--- src/hdl/awt_pkg.sv ---
package awt_pkg;

  localparam int CELL_BITS = 32;
  localparam int ADDR_W = 64;
  localparam int ENTRY_IDX_W = 4;
  localparam int ENTRIES_IN_USE_W = 5;
  localparam int PARENT_CELLS_W = 2;
  localparam int CFG_DATA_W = 5;
  localparam int CFG_INDEX_W = 1;

  localparam int WINDOW_ENTRIES_DEFAULT = 16;
  localparam int ADDRESS_CELLS_DEFAULT = 2;

  localparam logic CMD_WRITE = 1'b0;
  localparam logic CMD_TRANSLATE = 1'b1;

  localparam logic [1:0] STATUS_OK = 2'd0;
  localparam logic [1:0] STATUS_NO_WINDOW = 2'd1;
  localparam logic [1:0] STATUS_OVERFLOW = 2'd2;
  localparam logic [1:0] STATUS_WRAPS = 2'd3;

  localparam logic [CFG_INDEX_W-1:0] CFG_ENTRIES_IN_USE = 1'd0;
  localparam logic [CFG_INDEX_W-1:0] CFG_PARENT_CELLS = 1'd1;

  typedef struct packed {
    logic [ADDR_W-1:0] child_base;
    logic [ADDR_W-1:0] parent_base;
    logic [ADDR_W-1:0] window_size;
  } win_entry_t;

  typedef enum logic [1:0] {
    ST_IDLE,
    ST_SCAN,
    ST_CHECK
  } state_t;

endpackage

--- src/hdl/awt_window_ram.sv ---
module awt_window_ram #(
  parameter int DEPTH = awt_pkg::WINDOW_ENTRIES_DEFAULT,
  parameter int IW = (DEPTH > 1) ? $clog2(DEPTH) : 1
) (
  input  logic                clk,
  input  logic                wr_en,
  input  logic [IW-1:0]       wr_addr,
  input  awt_pkg::win_entry_t wr_data,
  input  logic                rd_en,
  input  logic [IW-1:0]       rd_addr,
  output awt_pkg::win_entry_t rd_data
);
  import awt_pkg::*;

  win_entry_t mem [DEPTH];

  always_ff @(posedge clk) begin
    if (wr_en) begin
      mem[wr_addr] <= wr_data;
    end
  end

  always_ff @(posedge clk) begin
    if (rd_en) begin
      rd_data <= mem[rd_addr];
    end
  end

endmodule

--- src/hdl/address_window_translate_core.sv ---
// write item: result registered in the cycle after accept, busy stays low, one write per cycle while idle
// translate item: entries read one per cycle from the window ram, two compare
// stages then one overflow check stage; a scan stops at the first hit, and a
// miss is reported once all entries in use have been compared
// busy is high until the result cycle; rst (synchronous) resets config and control
// the receiver cannot stall, each result is shown for one cycle with done
module address_window_translate_core #(
  parameter int WINDOW_ENTRIES = awt_pkg::WINDOW_ENTRIES_DEFAULT,
  parameter int ADDRESS_CELLS = awt_pkg::ADDRESS_CELLS_DEFAULT
) (
  input  logic                                 clk,
  input  logic                                 rst,
  input  logic                                 start,
  output logic                                 busy,
  input  logic                                 command,
  input  logic [awt_pkg::ENTRY_IDX_W-1:0]      entry_index,
  input  logic [awt_pkg::ADDR_W-1:0]           child_base,
  input  logic [awt_pkg::ADDR_W-1:0]           parent_base,
  input  logic [awt_pkg::ADDR_W-1:0]           window_size,
  input  logic [awt_pkg::ADDR_W-1:0]           address,
  input  logic                                 cfg_we,
  input  logic [awt_pkg::CFG_INDEX_W-1:0]      cfg_index,
  input  logic [awt_pkg::CFG_DATA_W-1:0]       cfg_data,
  output logic                                 done,
  output logic [1:0]                           status,
  output logic [awt_pkg::ADDR_W-1:0]           translated_address,
  output logic [awt_pkg::ADDR_W-1:0]           remaining_size,
  output logic [awt_pkg::ENTRY_IDX_W-1:0]      matched_entry
);
  import awt_pkg::*;

  localparam int IW = (WINDOW_ENTRIES > 1) ? $clog2(WINDOW_ENTRIES) : 1;
  localparam int CW = $clog2(WINDOW_ENTRIES + 1);
  localparam logic [ADDR_W-1:0] CMASK =
    (ADDRESS_CELLS >= 2) ? {ADDR_W{1'b1}} : {{(ADDR_W-CELL_BITS){1'b0}}, {CELL_BITS{1'b1}}};
  localparam logic [CW+ENTRIES_IN_USE_W-1:0] ENTRIES_EXT =
    (CW+ENTRIES_IN_USE_W)'(WINDOW_ENTRIES);

  // configuration
  logic [ENTRIES_IN_USE_W-1:0] entries_in_use;
  logic [PARENT_CELLS_W-1:0]   parent_cells;

  // control
  state_t        state;
  state_t        state_next;
  logic          accept;
  logic [CW-1:0] issue_cnt;
  logic [CW-1:0] n_lim;
  logic          wide_q;
  logic          rd_en;
  logic          rd_valid;
  logic          s1_valid;
  logic          scan_hit;
  logic          scan_miss;

  // payload
  logic [ADDR_W-1:0] addr_q;
  logic [IW-1:0]     rd_idx;
  logic [IW-1:0]     s1_idx;
  logic              s1_borrow;
  logic [ADDR_W-1:0] s1_off;
  logic [ADDR_W-1:0] s1_sz;
  logic [ADDR_W-1:0] s1_pb;
  logic [IW-1:0]     hit_idx;
  logic [ADDR_W-1:0] hit_off;
  logic [ADDR_W-1:0] hit_sz;
  logic [ADDR_W-1:0] hit_pb;

  // ram side
  logic                          wr_en;
  logic [IW+ENTRY_IDX_W-1:0]     widx_ext;
  logic [IW-1:0]                 wr_addr;
  win_entry_t                    wr_data;
  win_entry_t                    rd_data;
  logic [ADDR_W:0]               diff;

  // limit and check stage
  logic [CW+ENTRIES_IN_USE_W-1:0] eiu_ext;
  logic [CW+ENTRIES_IN_USE_W-1:0] n_ext;
  logic [ADDR_W-1:0]              pb_m;
  logic [ADDR_W:0]                sum_t;
  logic [ADDR_W:0]                sum_w;
  logic                           ovf_t;
  logic                           ovf_w;
  logic [IW+ENTRY_IDX_W-1:0]      hit_idx_ext;

  assign accept = start && !busy;
  assign busy = (state != ST_IDLE);

  always_ff @(posedge clk) begin
    if (rst) begin
      entries_in_use <= '0;
      parent_cells <= PARENT_CELLS_W'(2);
    end else if (cfg_we) begin
      case (cfg_index)
        CFG_ENTRIES_IN_USE: entries_in_use <= cfg_data[ENTRIES_IN_USE_W-1:0];
        CFG_PARENT_CELLS: parent_cells <= cfg_data[PARENT_CELLS_W-1:0];
        default: ;
      endcase
    end
  end

  // window writes
  assign widx_ext = {IW'(0), entry_index};
  assign wr_addr = widx_ext[IW-1:0];
  assign wr_en = accept && (command == CMD_WRITE) && (32'(entry_index) < WINDOW_ENTRIES);
  assign wr_data.child_base = child_base & CMASK;
  assign wr_data.parent_base = parent_base;
  assign wr_data.window_size = window_size & CMASK;

  awt_window_ram #(
    .DEPTH (WINDOW_ENTRIES),
    .IW    (IW)
  ) u_ram (
    .clk     (clk),
    .wr_en   (wr_en),
    .wr_addr (wr_addr),
    .wr_data (wr_data),
    .rd_en   (rd_en),
    .rd_addr (issue_cnt[IW-1:0]),
    .rd_data (rd_data)
  );

  // entries searched, saturated at the table depth
  assign eiu_ext = {CW'(0), entries_in_use};
  assign n_ext = (eiu_ext > ENTRIES_EXT) ? ENTRIES_EXT : eiu_ext;

  always_ff @(posedge clk) begin
    if (rst) begin
      state <= ST_IDLE;
    end else begin
      state <= state_next;
    end
  end

  always_comb begin
    state_next = state;
    rd_en = 1'b0;
    scan_hit = 1'b0;
    scan_miss = 1'b0;
    case (state)
      ST_IDLE: begin
        if (accept && (command == CMD_TRANSLATE)) begin
          state_next = ST_SCAN;
        end
      end
      ST_SCAN: begin
        rd_en = (issue_cnt < n_lim);
        if (s1_valid && !s1_borrow && (s1_off < s1_sz)) begin
          scan_hit = 1'b1;
          state_next = ST_CHECK;
        end else if ((issue_cnt == n_lim) && !rd_valid && !s1_valid) begin
          scan_miss = 1'b1;
          state_next = ST_IDLE;
        end
      end
      ST_CHECK: begin
        state_next = ST_IDLE;
      end
      default: begin
        state_next = ST_IDLE;
      end
    endcase
  end

  always_ff @(posedge clk) begin
    if (rst) begin
      issue_cnt <= '0;
      rd_valid <= 1'b0;
      s1_valid <= 1'b0;
    end else if (accept) begin
      issue_cnt <= '0;
      rd_valid <= 1'b0;
      s1_valid <= 1'b0;
    end else if ((state == ST_SCAN) && !scan_hit) begin
      rd_valid <= rd_en;
      s1_valid <= rd_valid;
      if (rd_en) begin
        issue_cnt <= issue_cnt + CW'(1);
      end
    end else begin
      rd_valid <= 1'b0;
      s1_valid <= 1'b0;
    end
  end

  // item context
  always_ff @(posedge clk) begin
    if (accept) begin
      addr_q <= address & CMASK;
      n_lim <= n_ext[CW-1:0];
      wide_q <= (parent_cells >= PARENT_CELLS_W'(2));
    end
  end

  // compare pipeline
  assign diff = {1'b0, addr_q} - {1'b0, rd_data.child_base};

  always_ff @(posedge clk) begin
    if (rd_en) begin
      rd_idx <= issue_cnt[IW-1:0];
    end
    s1_idx <= rd_idx;
    s1_borrow <= diff[ADDR_W];
    s1_off <= diff[ADDR_W-1:0];
    s1_sz <= rd_data.window_size;
    s1_pb <= rd_data.parent_base;
    if (scan_hit) begin
      hit_idx <= s1_idx;
      hit_off <= s1_off;
      hit_sz <= s1_sz;
      hit_pb <= s1_pb;
    end
  end

  // parent width checks
  assign pb_m = wide_q ? hit_pb : {{(ADDR_W-CELL_BITS){1'b0}}, hit_pb[CELL_BITS-1:0]};
  assign sum_t = {1'b0, hit_off} + {1'b0, pb_m};
  assign sum_w = {1'b0, pb_m} + {1'b0, hit_sz};
  assign ovf_t = sum_t[ADDR_W] || (!wide_q && (sum_t[ADDR_W-1:CELL_BITS] != '0));
  assign ovf_w = sum_w[ADDR_W] || (!wide_q && (sum_w[ADDR_W-1:CELL_BITS] != '0));
  assign hit_idx_ext = {ENTRY_IDX_W'(0), hit_idx};

  always_ff @(posedge clk) begin
    if (rst) begin
      done <= 1'b0;
    end else begin
      done <= (accept && (command == CMD_WRITE)) || scan_miss || (state == ST_CHECK);
    end
  end

  always_ff @(posedge clk) begin
    if (accept && (command == CMD_WRITE)) begin
      status <= STATUS_OK;
      translated_address <= '0;
      remaining_size <= '0;
      matched_entry <= entry_index;
    end else if (scan_miss) begin
      status <= STATUS_NO_WINDOW;
      translated_address <= '0;
      remaining_size <= '0;
      matched_entry <= '0;
    end else if (state == ST_CHECK) begin
      matched_entry <= hit_idx_ext[ENTRY_IDX_W-1:0];
      if (ovf_t) begin
        status <= STATUS_OVERFLOW;
        translated_address <= '0;
        remaining_size <= '0;
      end else if (ovf_w) begin
        status <= STATUS_WRAPS;
        translated_address <= '0;
        remaining_size <= '0;
      end else begin
        status <= STATUS_OK;
        translated_address <= sum_t[ADDR_W-1:0];
        remaining_size <= hit_sz - hit_off;
      end
    end
  end

  a_done_source: assert property (@(posedge clk) disable iff (rst)
    done |-> ($past(accept) && ($past(command) == CMD_WRITE)) ||
             ($past(state) == ST_SCAN) || ($past(state) == ST_CHECK))
    else $error("result without a cause");

  a_err_zero: assert property (@(posedge clk) disable iff (rst)
    (done && (status != STATUS_OK)) |-> (translated_address == '0) && (remaining_size == '0))
    else $error("error result carries an address");

  a_issue_bound: assert property (@(posedge clk) disable iff (rst)
    (state == ST_SCAN) |-> (issue_cnt <= n_lim))
    else $error("read beyond entries in use");

  a_idle_empty: assert property (@(posedge clk) disable iff (rst)
    (state == ST_IDLE) |-> (!rd_valid && !s1_valid))
    else $error("compare pipeline busy while idle");

  a_one_result: assert property (@(posedge clk) disable iff (rst)
    (state == ST_CHECK) |=> (state == ST_IDLE) && done)
    else $error("check stage did not complete");

endmodule
--- config.mk ---
export PLATFORM = sky130hd
export DESIGN_NAME = address_window_translate_core
export DESIGN_NICKNAME = d
export VERILOG_FILES = /design/src/hdl/awt_pkg.sv /design/src/hdl/awt_window_ram.sv /design/src/hdl/address_window_translate_core.sv
export SDC_FILE = /design/constraint.sdc
export NUM_CORES = 2
export LEC_CHECK = 0
export BUFFER_PORTS_ARGS = -buffer_cell sky130_fd_sc_hd__buf_4
export CAP_MARGIN = 10
export CORE_UTILIZATION = 62
export CTS_CLUSTER_SIZE = 12
export DETAILED_ROUTE_END_ITERATION = 10
export MAX_ROUTING_LAYER = met4
export PLACE_DENSITY_LB_ADDON = 0.3
export RECOVER_POWER = 100
export SYNTH_ARGS = -nofsm -noshare
export SYNTH_HDL_FRONTEND = slang
export SYNTH_SLANG_ARGS = --single-unit
--- constraint.sdc ---
create_clock -name clk -period 45 [get_ports clk]
set_input_delay 6.75 -clock clk [delete_from_list [all_inputs] [get_ports clk]]
set_output_delay 6.75 -clock clk [all_outputs]
set_load 0.03 [all_outputs]
==> flow_metrics.env <==
export IMPL_outcome="finished, violations left"
export IMPL_violations="DRC, capacitance limit, slew limit"
export IMPL_grt_antenna_before_repair=69
export IMPL_critPathMaxStageDelay_ns=5.63
export IMPL_grt_ovfl_total=0
export IMPL_synth_top_area_share=0.675
export IMPL_syn_inst=8314
export IMPL_vias=87500
export IMPL_synthesis_nets=8879
export IMPL_worstHoldPathType="reg -> reg"
export IMPL_clock_skew_ns=0.134
export IMPL_die_area_um2=256000
export IMPL_netlist_area_um2=157000
export IMPL_cts_setup_buffers=0
export IMPL_numCtsBuffers=395
export IMPL_fin_crit_sh=0.405
export IMPL_end_kind="register"
export IMPL_power_density_nw_per_um2=42.4
export IMPL_slew_viol_final=4521
export IMPL_setup_viol_count_final=0
export IMPL_routed_wl_met2_mm=216
export IMPL_ant_nets=0
export IMPL_worst_setup_path_type="in -> reg"
export IMPL_required_ns=45.25
export IMPL_p_leak_nw=55.8
export IMPL_synth_edff_count=3538
export IMPL_fmax_mhz=54.9
export IMPL_final_common_cell="edfxtp_1"
export IMPL_hold_viol_final=0
export IMPL_tns_ns=0
export IMPL_cts_resized=0
export IMPL_synth_main_ff_cell="edfxtp_1"
export IMPL_areaGrowthSynthToFinish_pct=10.5
export IMPL_holdBufCountCts=0
export IMPL_hold_ws_ns=0.288
export IMPL_maxCapViolCount=101
export IMPL_track_usage=0.369
export IMPL_syn_avg_cell_area_um2=18.9
export IMPL_port_buffers=406
export IMPL_arrival_ns=18.47
export IMPL_gp_congestion=1.02
export IMPL_dpl_hpwl_mm=275
export IMPL_wire_per_inst_um=36.5
export IMPL_routed_via_density=6.98
export IMPL_tightest_slew_ns=8.23
export IMPL_synth_area_leader_cell="edfxtp_1"
export IMPL_layout_nets=9425
export IMPL_htreeDepth=5
export IMPL_clock_latency_ns=1.01
export IMPL_core_area_um2=252000
export IMPL_ys_seq_elements=3881
export IMPL_wl_met1_mm=175
export IMPL_yosysWarnings=0
export IMPL_top_layer="met4"
export IMPL_cts_max_path_buffers=4
export IMPL_numClockSinks=3881
export IMPL_start_kind="input pin"
export IMPL_first_iter_violations=13000
export IMPL_die_width_um=506
export IMPL_grt_max_degree=156
export IMPL_io_pins=407
export IMPL_slew_headroom=-4.49
export IMPL_cp_max_fo=94
export IMPL_crit_slowest_cell="clkbuf_1"
export IMPL_synth_cell_types=102
export IMPL_clkTransAtPathRegs_ns=0.06
export IMPL_synthArstFlopShare=0
export IMPL_die_height_um=506
export IMPL_final_cell_mix="edfxtp_1, mux4_2, clkbuf_1, clkbuf_16, nand2_1"
export IMPL_yosys_top_cells_area="edfxtp_1, mux4_2, dfxtp_1"
export IMPL_drc=2
export IMPL_root_buffer="clkbuf_16"
export IMPL_grt_pass1_vias=85200
export IMPL_final_layout_size_suffix_gt1_frac=0.180
export IMPL_grt_pass1_wl_mm=641
export IMPL_initial_core_util=0.625
export IMPL_rsz0062_at_grt="no"
export IMPL_path_cells="clkbuf_4 -> inv_1 -> nor3_1 -> clkbuf_1 -> or3b_2 -> nor2_1 -> clkbuf_1 -> clkbuf_1"
export IMPL_drt_total_wl_mm=457
export IMPL_tritoncts="built"
export IMPL_peakVddDrop_v=0.0000423
export IMPL_wl_met3_mm=46.9
export IMPL_rows=184
export IMPL_cpMostUsedCell="clkbuf_1"
export IMPL_finalWorstPathRequiredPeriod_ns=18.22
export IMPL_drtPass1Iterations=9
export IMPL_seq_area_frac_synth=0.719
-- cell families (layout without fill, tap and decap cells) --
group                      Yosys count  count (layout)  share of synthesized area
adders and majority gates          297             297                     0.0237
and+or+nand+nor                   1086            1086                     0.0342
AOI/OAI and AO/OA                 1184            1184                     0.0553
DFF                               3881            3881                      0.719
buffers and inverters              656            1463                     0.0165
muxes                              976             976                      0.138
other                                0              69                          0
xor gates and xnor gates           234             234                     0.0130
-- state kept, by name, summed over array words and instances, names as in the netlist, 2 cells and up --
name                flops
n_lim                   5
rd_idx                  4
addr_q                 64
translated_address     64
entries_in_use          5
u_ram.rd_data         192
matched_entry           4
s1_idx                  4
u_ram.mem            3072
state                   2
remaining_size         64
status                  2
issue_cnt               5
hit_off                64
s1_sz                  64
s1_off                 64
hit_idx                 4
hit_sz                 64
s1_pb                  64
hit_pb                 64
-- synthesized netlist by cell type (11+ instances only) --
cell type and number:
dfxtp_1 343, a21boi_0 12, a221oi_1 13, edfxtp_1 3538
o32ai_1 12, nor3_1 54, or2_2 15, nor2b_1 34
xnor2_1 150, o211a_1 11, nor4_1 23, inv_1 269
and2_1 48, a21o_1 154, buf_6 12, and3_1 42
nand4_1 80, o21a_1 47, xor2_1 84, nand4b_1 12
mux4_2 960, o31a_1 13, clkbuf_1 287, ha_1 291
a211oi_1 37, o21ai_0 154, nand2_1 384, a31oi_1 46
or3_1 20, o21ai_1 17, nand3_1 70, o22ai_1 21
o221ai_1 14, nor2_1 210, o31ai_2 110, buf_2 24
mux2i_1 14, a211o_1 12, o211ai_1 35, buf_1 58
a21oi_1 272, o31ai_1 21, nand2b_1 26, o21bai_1 34
-- metrics by stage --
stage | util | cell area [um2] | setup WS, ns | instances | power (W)
after floorplan | - | 157000 | 8.16 | 8314 | 0.00427
after CTS | 0.698 | 176000 | 34.65 | 12500 | 0.00740
final | 0.690 | 174000 | 26.78 | 12500 | 0.00738
after global routing | 0.690 | 174000 | 24.23 | 12500 | 0.00754
after detailed placement | 0.652 | 164000 | 33.68 | 11800 | 0.00441
after global placement | 0.652 | 164000 | 33.71 | 11800 | 0.00440
-- power by group --
part	internal (W)	switching (W)	total, W
combinational	0.000108	0.000190	0.000298
clock	0.00170	0.00133	0.00303
sequential	0.00399	0.0000534	0.00405
-- layout make-up --
class,instances,area [um2]
Timing Repair Buffer,535,2400
Clock buffer,606,11000
Tap cell,3348,4190
Antenna cell,69,173
Inverter,270,1010
Sequential cell,3881,113000
Multi-Input combinational cell,3777,41500
Clock inverter,52,532
Fill cell,15500,78000
-- final timing paths --
kind	start	end	slack [ns]	depth (start not counted)
min	u_ram.rd_data[88]	s1_pb[24]	0.29	0
max	start	u_ram.mem[4][22]	26.78	8
min reg2reg	u_ram.rd_data[88]	s1_pb[24]	0.29	0
max reg2reg	issue_cnt[0]	u_ram.rd_data[102]	26.84	6
-- routing by layer --
layer	vias to the layer above	global-route usage
met2	6161	0.555
li1	35100	-
met5	-	-
met3	879	0.0666
met1	45300	0.512
met4	0	0.135
-- critical path: cells and delay by family --
family	cells	cell delay [ns]
buffers and inverters	5	8.81
and+or+nand+nor	3	2.53
(Power assumes the default switching activity.)
